<file path="src/rtl/approx_log_multiplier_macros.svh">
// Assertion macros shared by the approximate log multiplier RTL.
`ifndef APPROX_LOG_MULTIPLIER_MACROS_SVH
`define APPROX_LOG_MULTIPLIER_MACROS_SVH
`ifndef SYNTH
// Concurrent check, disabled while reset is asserted (active low).
`define ALM_ASSERT(lbl, clk, rstn, prop, msg) \
    lbl: assert property (@(posedge clk) disable iff (!rstn) prop) else $error(msg);
// Concurrent check that also holds through reset.
`define ALM_ASSERT_ALWAYS(lbl, clk, prop, msg) \
    lbl: assert property (@(posedge clk) prop) else $error(msg);
`else
`define ALM_ASSERT(lbl, clk, rstn, prop, msg)
`define ALM_ASSERT_ALWAYS(lbl, clk, prop, msg)
`endif
`endif

</file>
<file path="src/rtl/alm_pkg.sv">
// Shared constants for the approximate log multiplier.
package alm_pkg;

    // Default operand width in bits
    localparam int C_WIDTH = 16;

endpackage

</file>
<file path="src/rtl/alm_ifs.sv">
// Valid/ready channel interfaces: operand requests, results, configuration.

// Operand pair channel
interface alm_in_if #(
    parameter int WIDTH = alm_pkg::C_WIDTH
);
    logic             valid;
    logic             ready;
    logic [WIDTH-1:0] operand_a;
    logic [WIDTH-1:0] operand_b;

    modport source (output valid, output operand_a, output operand_b, input ready);
    modport sink   (input valid, input operand_a, input operand_b, output ready);
endinterface

// Product channel
interface alm_out_if #(
    parameter int WIDTH = alm_pkg::C_WIDTH
);
    logic               valid;
    logic               ready;
    logic [2*WIDTH-1:0] product;

    modport source (output valid, output product, input ready);
    modport sink   (input valid, input product, output ready);
endinterface

// Configuration write channel (single register)
interface alm_cfg_if;
    logic valid;
    logic ready;
    logic signed_mode;

    modport source (output valid, output signed_mode, input ready);
    modport sink   (input valid, input signed_mode, output ready);
endinterface

</file>
<file path="src/rtl/approx_log_multiplier.sv">
// Top level of the approximate (Mitchell) log multiplier.
//
// Channels: i_op carries operand requests (operand_a, operand_b), o_res
// carries one product per request, i_cfg writes the signed_mode register.
// All use valid/ready; a transfer happens on a clock edge with both high.
// An accepted request loads the operand register; its product then loads the
// result register once that register can take it, and is then valid on o_res.
// Throughput: one request per cycle unless o_res stalls, set by the
// two-register pipeline; the datapath between them is a single pass
// with no iteration. When o_res is stalled the result register holds;
// the operand register still takes one more request, then i_op.ready
// drops until o_res drains. i_cfg.ready is always high; the user must
// see that signed_mode is written only while the pipeline is empty;
// the block itself does not enforce it. Reset (i_rst_n low, synchronous):
// both pipeline stages empty, signed_mode cleared to unsigned.
module approx_log_multiplier #(
    parameter int WIDTH = alm_pkg::C_WIDTH
) (
    input  logic                  i_clk,
    input  logic                  i_rst_n,
    alm_in_if.sink                i_op,
    alm_cfg_if.sink               i_cfg,
    alm_out_if.source             o_res
);

`include "approx_log_multiplier_macros.svh"

    localparam int PW = 2 * WIDTH;

    logic             r_signed_mode;
    logic             r_s1_valid, n_s1_valid;
    logic [WIDTH-1:0] r_a, r_b;
    logic             r_out_valid, n_out_valid;
    logic [PW-1:0]    r_res;
    logic [PW-1:0]    core_product;
    logic             s1_ready, s2_ready, s1_fire;

    // Configuration register
    assign i_cfg.ready = 1'b1;

    always_ff @(posedge i_clk) begin
        if (!i_rst_n) begin
            r_signed_mode <= 1'b0;
        end else if (i_cfg.valid) begin
            r_signed_mode <= i_cfg.signed_mode;
        end
    end

    // Pipeline flow control
    assign s2_ready   = !r_out_valid || o_res.ready;
    assign s1_ready   = !r_s1_valid || s2_ready;
    assign s1_fire    = r_s1_valid && s2_ready;
    assign i_op.ready = s1_ready;

    assign n_s1_valid  = s1_ready ? i_op.valid : r_s1_valid;
    assign n_out_valid = s2_ready ? r_s1_valid : r_out_valid;

    // Operand register
    always_ff @(posedge i_clk) begin
        if (!i_rst_n) begin
            r_s1_valid <= 1'b0;
        end else begin
            r_s1_valid <= n_s1_valid;
        end
    end

    always_ff @(posedge i_clk) begin
        if (i_op.valid && s1_ready) begin
            r_a <= i_op.operand_a;
            r_b <= i_op.operand_b;
        end
    end

    // Datapath
    alm_core #(.WIDTH(WIDTH)) u_core (
        .i_a           (r_a),
        .i_b           (r_b),
        .i_signed_mode (r_signed_mode),
        .o_product     (core_product)
    );

    // Result register
    always_ff @(posedge i_clk) begin
        if (!i_rst_n) begin
            r_out_valid <= 1'b0;
        end else begin
            r_out_valid <= n_out_valid;
        end
    end

    always_ff @(posedge i_clk) begin
        if (s1_fire) begin
            r_res <= core_product;
        end
    end

    assign o_res.valid   = r_out_valid;
    assign o_res.product = r_res;

    // Checks
    `ALM_ASSERT(a_stage_advance, i_clk, i_rst_n, s1_fire |=> r_out_valid, "advanced request lost")
    `ALM_ASSERT(a_full_backpressure, i_clk, i_rst_n, (r_s1_valid && r_out_valid && !o_res.ready) |-> !i_op.ready, "accepted request while pipeline full")
    `ALM_ASSERT(a_zero_operand, i_clk, i_rst_n, (s1_fire && ((r_a == '0) || (r_b == '0))) |=> (r_res == '0), "zero operand gave nonzero product")
    `ALM_ASSERT(a_unsigned_one, i_clk, i_rst_n, (s1_fire && !r_signed_mode && (r_a == WIDTH'(1))) |=> (r_res == PW'($past(r_b))), "unsigned times one not exact")
    `ALM_ASSERT_ALWAYS(a_reset_empty, i_clk, !$past(i_rst_n) |-> (!r_s1_valid && !r_out_valid), "pipeline not empty after reset")

endmodule

</file>
<file path="src/rtl/alm_lod.sv">
// Leading-one detector: position of the highest set bit of a word.
module alm_lod #(
    parameter int WIDTH = alm_pkg::C_WIDTH
) (
    input  logic [WIDTH-1:0]         i_value,
    output logic [$clog2(WIDTH)-1:0] o_pos
);

    localparam int KW = $clog2(WIDTH);

    // Priority encode, highest bit wins; zero input gives position 0
    always_comb begin
        o_pos = '0;
        for (int i = 0; i < WIDTH; i++) begin
            if (i_value[i]) begin
                o_pos = KW'(i);
            end
        end
    end

endmodule

</file>
<file path="src/rtl/alm_core.sv">
// Mitchell log-domain product datapath with sign handling and special cases.
module alm_core #(
    parameter int WIDTH = alm_pkg::C_WIDTH
) (
    input  logic [WIDTH-1:0]   i_a,
    input  logic [WIDTH-1:0]   i_b,
    input  logic               i_signed_mode,
    output logic [2*WIDTH-1:0] o_product
);

    localparam int KW  = $clog2(WIDTH);
    localparam int SW  = $clog2(WIDTH + 1);
    localparam int KKW = $clog2(2 * WIDTH);
    localparam int PW  = 2 * WIDTH;
    localparam int XW  = 3 * WIDTH;
    localparam logic [SW-1:0]    C_WS  = SW'(WIDTH);
    localparam logic [WIDTH-1:0] C_ONE = WIDTH'(1);

    logic             sign_a, sign_b;
    logic [WIDTH-1:0] mag_a, mag_b;
    logic [KW-1:0]    k_a, k_b;
    logic [WIDTH-1:0] clr_a, clr_b;
    logic [SW-1:0]    sh_a, sh_b;
    logic [PW-1:0]    fx_a, fx_b;
    logic [WIDTH-1:0] frac_a, frac_b;
    logic [WIDTH:0]   frac_sum;
    logic [WIDTH:0]   mant;
    logic [KKW-1:0]   kk;
    logic [XW-1:0]    mant_sh;
    logic [PW-1:0]    mitch;
    logic             any_zero;

    // Signs and magnitudes (most negative value maps to 2^(WIDTH-1))
    assign sign_a = i_signed_mode & i_a[WIDTH-1];
    assign sign_b = i_signed_mode & i_b[WIDTH-1];
    assign mag_a  = sign_a ? (~i_a + C_ONE) : i_a;
    assign mag_b  = sign_b ? (~i_b + C_ONE) : i_b;

    // Characteristics
    alm_lod #(.WIDTH(WIDTH)) u_lod_a (.i_value(mag_a), .o_pos(k_a));
    alm_lod #(.WIDTH(WIDTH)) u_lod_b (.i_value(mag_b), .o_pos(k_b));

    // Fractions aligned to WIDTH fraction bits
    assign clr_a  = mag_a & ~(C_ONE << k_a);
    assign clr_b  = mag_b & ~(C_ONE << k_b);
    assign sh_a   = C_WS - SW'(k_a);
    assign sh_b   = C_WS - SW'(k_b);
    assign fx_a   = {{WIDTH{1'b0}}, clr_a} << sh_a;
    assign fx_b   = {{WIDTH{1'b0}}, clr_b} << sh_b;
    assign frac_a = fx_a[WIDTH-1:0];
    assign frac_b = fx_b[WIDTH-1:0];

    // Fraction sum; on carry the implicit one is dropped and the exponent bumps
    assign frac_sum = {1'b0, frac_a} + {1'b0, frac_b};
    assign mant     = frac_sum[WIDTH] ? frac_sum : {1'b1, frac_sum[WIDTH-1:0]};
    assign kk       = KKW'(k_a) + KKW'(k_b) + KKW'(frac_sum[WIDTH]);

    // Antilog: scale by 2^kk, drop the WIDTH fraction bits
    assign mant_sh = {{(XW-WIDTH-1){1'b0}}, mant} << kk;
    assign mitch   = mant_sh[XW-1:WIDTH];

    assign any_zero = (i_a == '0) || (i_b == '0);

    // Result selection
    always_comb begin
        if (i_signed_mode && (i_a == C_ONE)) begin
            o_product = {{WIDTH{i_b[WIDTH-1]}}, i_b};
        end else if (i_signed_mode && (i_b == C_ONE)) begin
            o_product = {{WIDTH{i_a[WIDTH-1]}}, i_a};
        end else if (any_zero) begin
            o_product = '0;
        end else if (sign_a ^ sign_b) begin
            o_product = ~mitch + PW'(1);
        end else begin
            o_product = mitch;
        end
    end

endmodule
</file>
<file path="src/flat_wrapper.sv">
// flat-port wrapper written by rule: the top's interface ports become plain ports
module approx_log_multiplier_flat 
#(
    parameter int WIDTH = alm_pkg::C_WIDTH
)
  (i_clk, i_rst_n, i_op_valid, i_op_operand_a, i_op_operand_b, i_op_ready, i_cfg_valid, i_cfg_signed_mode, i_cfg_ready, o_res_valid, o_res_product, o_res_ready);
  alm_in_if #(.WIDTH(WIDTH)) i_op_i ();
  alm_cfg_if i_cfg_i ();
  alm_out_if #(.WIDTH(WIDTH)) o_res_i ();
  input  logic i_clk;
  input  logic i_rst_n;
  input wire logic [$bits(i_op_i.valid)-1:0] i_op_valid;
  input wire logic [$bits(i_op_i.operand_a)-1:0] i_op_operand_a;
  input wire logic [$bits(i_op_i.operand_b)-1:0] i_op_operand_b;
  output wire logic [$bits(i_op_i.ready)-1:0] i_op_ready;
  input wire logic [$bits(i_cfg_i.valid)-1:0] i_cfg_valid;
  input wire logic [$bits(i_cfg_i.signed_mode)-1:0] i_cfg_signed_mode;
  output wire logic [$bits(i_cfg_i.ready)-1:0] i_cfg_ready;
  output wire logic [$bits(o_res_i.valid)-1:0] o_res_valid;
  output wire logic [$bits(o_res_i.product)-1:0] o_res_product;
  input wire logic [$bits(o_res_i.ready)-1:0] o_res_ready;
  assign i_op_i.valid = i_op_valid;
  assign i_op_i.operand_a = i_op_operand_a;
  assign i_op_i.operand_b = i_op_operand_b;
  assign i_op_ready = i_op_i.ready;
  assign i_cfg_i.valid = i_cfg_valid;
  assign i_cfg_i.signed_mode = i_cfg_signed_mode;
  assign i_cfg_ready = i_cfg_i.ready;
  assign o_res_valid = o_res_i.valid;
  assign o_res_product = o_res_i.product;
  assign o_res_i.ready = o_res_ready;
  approx_log_multiplier #(.WIDTH(WIDTH)) u_core (.i_clk(i_clk), .i_rst_n(i_rst_n), .i_op(i_op_i), .i_cfg(i_cfg_i), .o_res(o_res_i));
endmodule
</file>
<file path="config.mk">
export PLATFORM = sky130hd
export DESIGN_NAME = approx_log_multiplier_flat
export DESIGN_NICKNAME = d
export VERILOG_FILES = /design/src/rtl/alm_pkg.sv /design/src/rtl/alm_ifs.sv /design/src/rtl/approx_log_multiplier.sv /design/src/rtl/alm_lod.sv /design/src/rtl/alm_core.sv /design/src/flat_wrapper.sv
export VERILOG_INCLUDE_DIRS = /design/src /design/src/rtl
export SDC_FILE = /design/constraint.sdc
export NUM_CORES = 1
export LEC_CHECK = 0
export BUFFER_PORTS_ARGS = -buffer_cell sky130_fd_sc_hd__buf_4
export CAP_MARGIN = 20
export CORE_MARGIN = 5
export CORE_UTILIZATION = 34
export CTS_CLUSTER_SIZE = 8
export DETAILED_ROUTE_END_ITERATION = 10
export PLACE_DENSITY = 0.52
export REMOVE_ABC_BUFFERS = 1
export SYNTH_ARGS = -nofsm -noshare
export SYNTH_HDL_FRONTEND = slang
export SYNTH_SLANG_ARGS = --single-unit
export TNS_END_PERCENT = 20
</file>
<file path="constraint.sdc">
create_clock -name i_clk -period 11.85 [get_ports i_clk]
set_clock_uncertainty 0.15 [all_clocks]
set_input_delay 1.7775 -clock i_clk [delete_from_list [all_inputs] [get_ports i_clk]]
set_output_delay 1.7775 -clock i_clk [all_outputs]
set_load 0.05 [all_outputs]
</file>
==> flow_metrics.tcl <==
set metrics [dict create \
    clockRootBuffer "clkbuf_16" \
    max_slew.worst_pin.slew_ns 0.987 \
    period_needed_ns 11.09 \
    yosysSeqAreaShare 0.203 \
    synth_top_family_by_area "compound AO/OA/AOI/OAI gates" \
    drive_gt1_frac 0.140 \
    rrSetupSlack_ns 0.76 \
    dieArea_um2 32200 \
    whs_path_depth 1 \
    startpoint_type "register" \
    clock_latency_ns 0.34 \
    synth-simple-area-share 0.263 \
    cts_tree "built" \
    gp_congestion 0.971 \
    drc 0 \
    hold_violations 0 \
    r2r_start "u_core.r_b[0]$_DFFE_PP_" \
    ys_seq_elements 67 \
    p_per_area_nw_per_um2 302 \
    clock-sinks 67 \
    syn2layout_area_growth_pct 12.1 \
    cpMostUsedCell "a21oi_1" \
    reg2regPathDepth 43 \
    worstPathArrival_ns 11.04 \
    fin_crit_sh 0.936 \
    path_buf_inv 4 \
    internal-power_mw 1.36 \
    critical_path_required_ns 11.79 \
    cp-end-kind "register" \
    antenna_cells 0 \
    fmax_mhz 90.1 \
    synthAdderAreaFrac 0.0524 \
    rsz0062_at_grt "yes" \
    nets 1379 \
    net-switching-power_mw 1.94 \
    synth_top_area_frac 0.197 \
    port_buffers 71 \
    post_cts_buffers 0 \
    finalSetupViolations 0 \
    final_common_cell "nor2_1" \
    wirelength_um 37300 \
    ioPinCount 73 \
    synth_flop_cell "edfxtp_1" \
    drv_slew 0 \
    core_um2 28500 \
    r2r_end "u_core.o_res.product[24]$_DFFE_PP_" \
    synth.mux.area_fraction 0.0608 \
    ant_nets 0 \
    synthCells 1278 \
    mostFrequentLayoutCells "152 x nor2_1, 134 x nand2_1, 90 x buf_4" \
    wl_per_cell_um 22.0 \
    cp_slowest_cell "or4b_1" \
    cp.depth 43 \
    yosysWarnings 0 \
    comb_power_share 0.797 \
    crit_type "reg2reg" \
    pwr-share-clk 0.092 \
    cts.reportedPaths.clkPinSlew_ns 0.06 \
    grt_usage 0.226 \
    vias 10670 \
    start_util 0.342 \
    async_flop_share 0 \
    grt_first_pass_wirelength_um 57600 \
    cp_max_fo 16 \
    p_seq_frac 0.111 \
    grt_overflow 0 \
    ir_drop_mv 0.101 \
    status "finished clean" \
    relSlewSlack 0.341 \
    die_x_um 179 \
    max_cap_viol_count 0 \
    die_h_um 179 \
    synth_xor_area_frac 0.0502 \
    synth_edf_count 64 \
    cpPeakStageDelay_ns 0.61 \
    tns_ns 0 \
    syn_area_um2 9750 \
    hold_start "u_core.r_s1_valid$_SDFFE_PN0N_" \
    rows 62 \
    hp-class "reg2reg" \
    first_global_vias 9975 \
    synth.area.top_cells "edfxtp_1 20%, nor2_1 5.9%, nand2_1 5.2%" \
    synth_compound_area_frac 0.324 \
    min_to "u_core.o_res.valid$_SDFFE_PN0P_" \
    synthDistinctLibCells 111 \
    drt_iter0_markers 1252 \
    switching_share 0.588 \
    firstDrtPassIters 5 \
    htreeDepth 3 \
    leakagePower_nw 4.06 \
    fin_util 0.384 \
    grt_max_degree 33 \
    numCtsBuffers 9 \
    viasPerCell 6.31 \
    dp_hpwl_um 29300 \
    cts_buffer_depth 2 \
    synth.avg_cell_area_um2 7.63 \
    cp_top_family "compound AO/OA/AOI/OAI gates" \
    yosysTopAreaCell "edfxtp_1" \
    antenna_found_initial 0 \
]
## state kept, by name (all words and copies together), names as in the netlist
name and cells:
u_core.o_res.product 32, u_core.r_signed_mode 1, u_core.o_res.valid 1, u_core.r_a 16
u_core.r_s1_valid 1, u_core.r_b 16
## cell families after synthesis
kind of cell | count (synthesis)
compound gates | 438
fa+ha+maj | 39
mux | 53
other cells | 1
simple gates | 515
buf+inv | 110
xor+xnor | 55
flops | 67
## cells in the mapped netlist, drive strengths merged, types with 7 or more instances
master and n:
buf 26, a211oi 22, a22oi 12, nand2b 14, nor3 49, o22ai 10, nand3 42, a41oi 8
mux2 10, a21o 16, nor2 154, o32ai 7, o41ai 11, a32oi 9, or2 17, xor2 22
ha 36, nand4 16, o221ai 20, a31oi 26, mux2i 40, o211ai 20, edfxtp 64, nor2b 10
nand2 135, o31ai 9, a221oi 14, o21ai 85, clkbuf 51, and3 8, a21oi 88, xnor2 33
nor4 9, o21a 11, inv 33, nand3b 10, and2 16, or3 16
## metal layers
| metal | GRT usage | part of all wire | routed length [um] | up-vias |
|---|---|---|---|---|
| met1 | 0.304 | 0.43 | 15900 | 5053 |
| met4 | 0.0860 | 0.042 | 1560 | 0 |
| met3 | 0.0384 | 0.075 | 2780 | 118 |
| met5 | 0 | 0 | 0 | - |
| li1 | - | - | - | 4969 |
| met2 | 0.362 | 0.46 | 17000 | 530 |
## area by class of cell
| cell class | count | area (um2) |
|---|---|---|
| Inverter | 33 | 124 |
| Clock buffer | 9 | 225 |
| Multi-Input combinational cell | 1101 | 7330 |
| Sequential cell | 67 | 1980 |
| Timing Repair Buffer | 90 | 676 |
| Tap cell | 384 | 480 |
| Fill cell | 2962 | 17500 |
| Clock inverter | 7 | 106 |
## metrics by stage
step	power (mW)	std cells	hold slack [ns]	cell area (um2)	worst slack, ns
6_report	3.30	1691	0.377	10900	0.755
5_1_grt	3.49	1691	0.398	10900	-0.0598
4_1_cts	3.22	1691	0.381	10900	0.766
3_5_place_dp	2.91	1675	0.366	10600	0.804
3_3_place_gp	2.94	1675	0.361	10600	0.820
2_1_floorplan	2.16	1201	0.327	9420	0.556
## power groups by stage
stage	Combinational [mW]	Clock (mW)	Sequential, mW
finish	2.63	0.303	0.364
global placement	2.57	0	0.368
detailed placement	2.54	0	0.369
global route	2.81	0.321	0.368
CTS	2.55	0.307	0.365
floorplan	1.69	0	0.477
## worst max path at each step
stage                     slack, ns                            endpoint                    start
after CTS                      0.77  u_core.o_res.product[27]$_DFFE_PP_  u_core.r_b[0]$_DFFE_PP_
after detailed placement       0.80  u_core.o_res.product[27]$_DFFE_PP_  u_core.r_b[0]$_DFFE_PP_
after global routing          -0.06  u_core.o_res.product[24]$_DFFE_PP_  u_core.r_b[0]$_DFFE_PP_
final                          0.76  u_core.o_res.product[24]$_DFFE_PP_  u_core.r_b[0]$_DFFE_PP_
after global placement         0.82  u_core.o_res.product[31]$_DFFE_PP_  u_core.r_b[0]$_DFFE_PP_
after floorplan                0.56  u_core.o_res.product[24]$_DFFE_PP_  u_core.r_a[3]$_DFFE_PP_
## repair_timing
action | 4_1_cts | 5_1_grt
setup endpoints to repair | 0 | 13
hold buffers | 0 | 0
gates resized for setup | 0 | 1
Note: power is estimated with default switching activity, not from simulation.
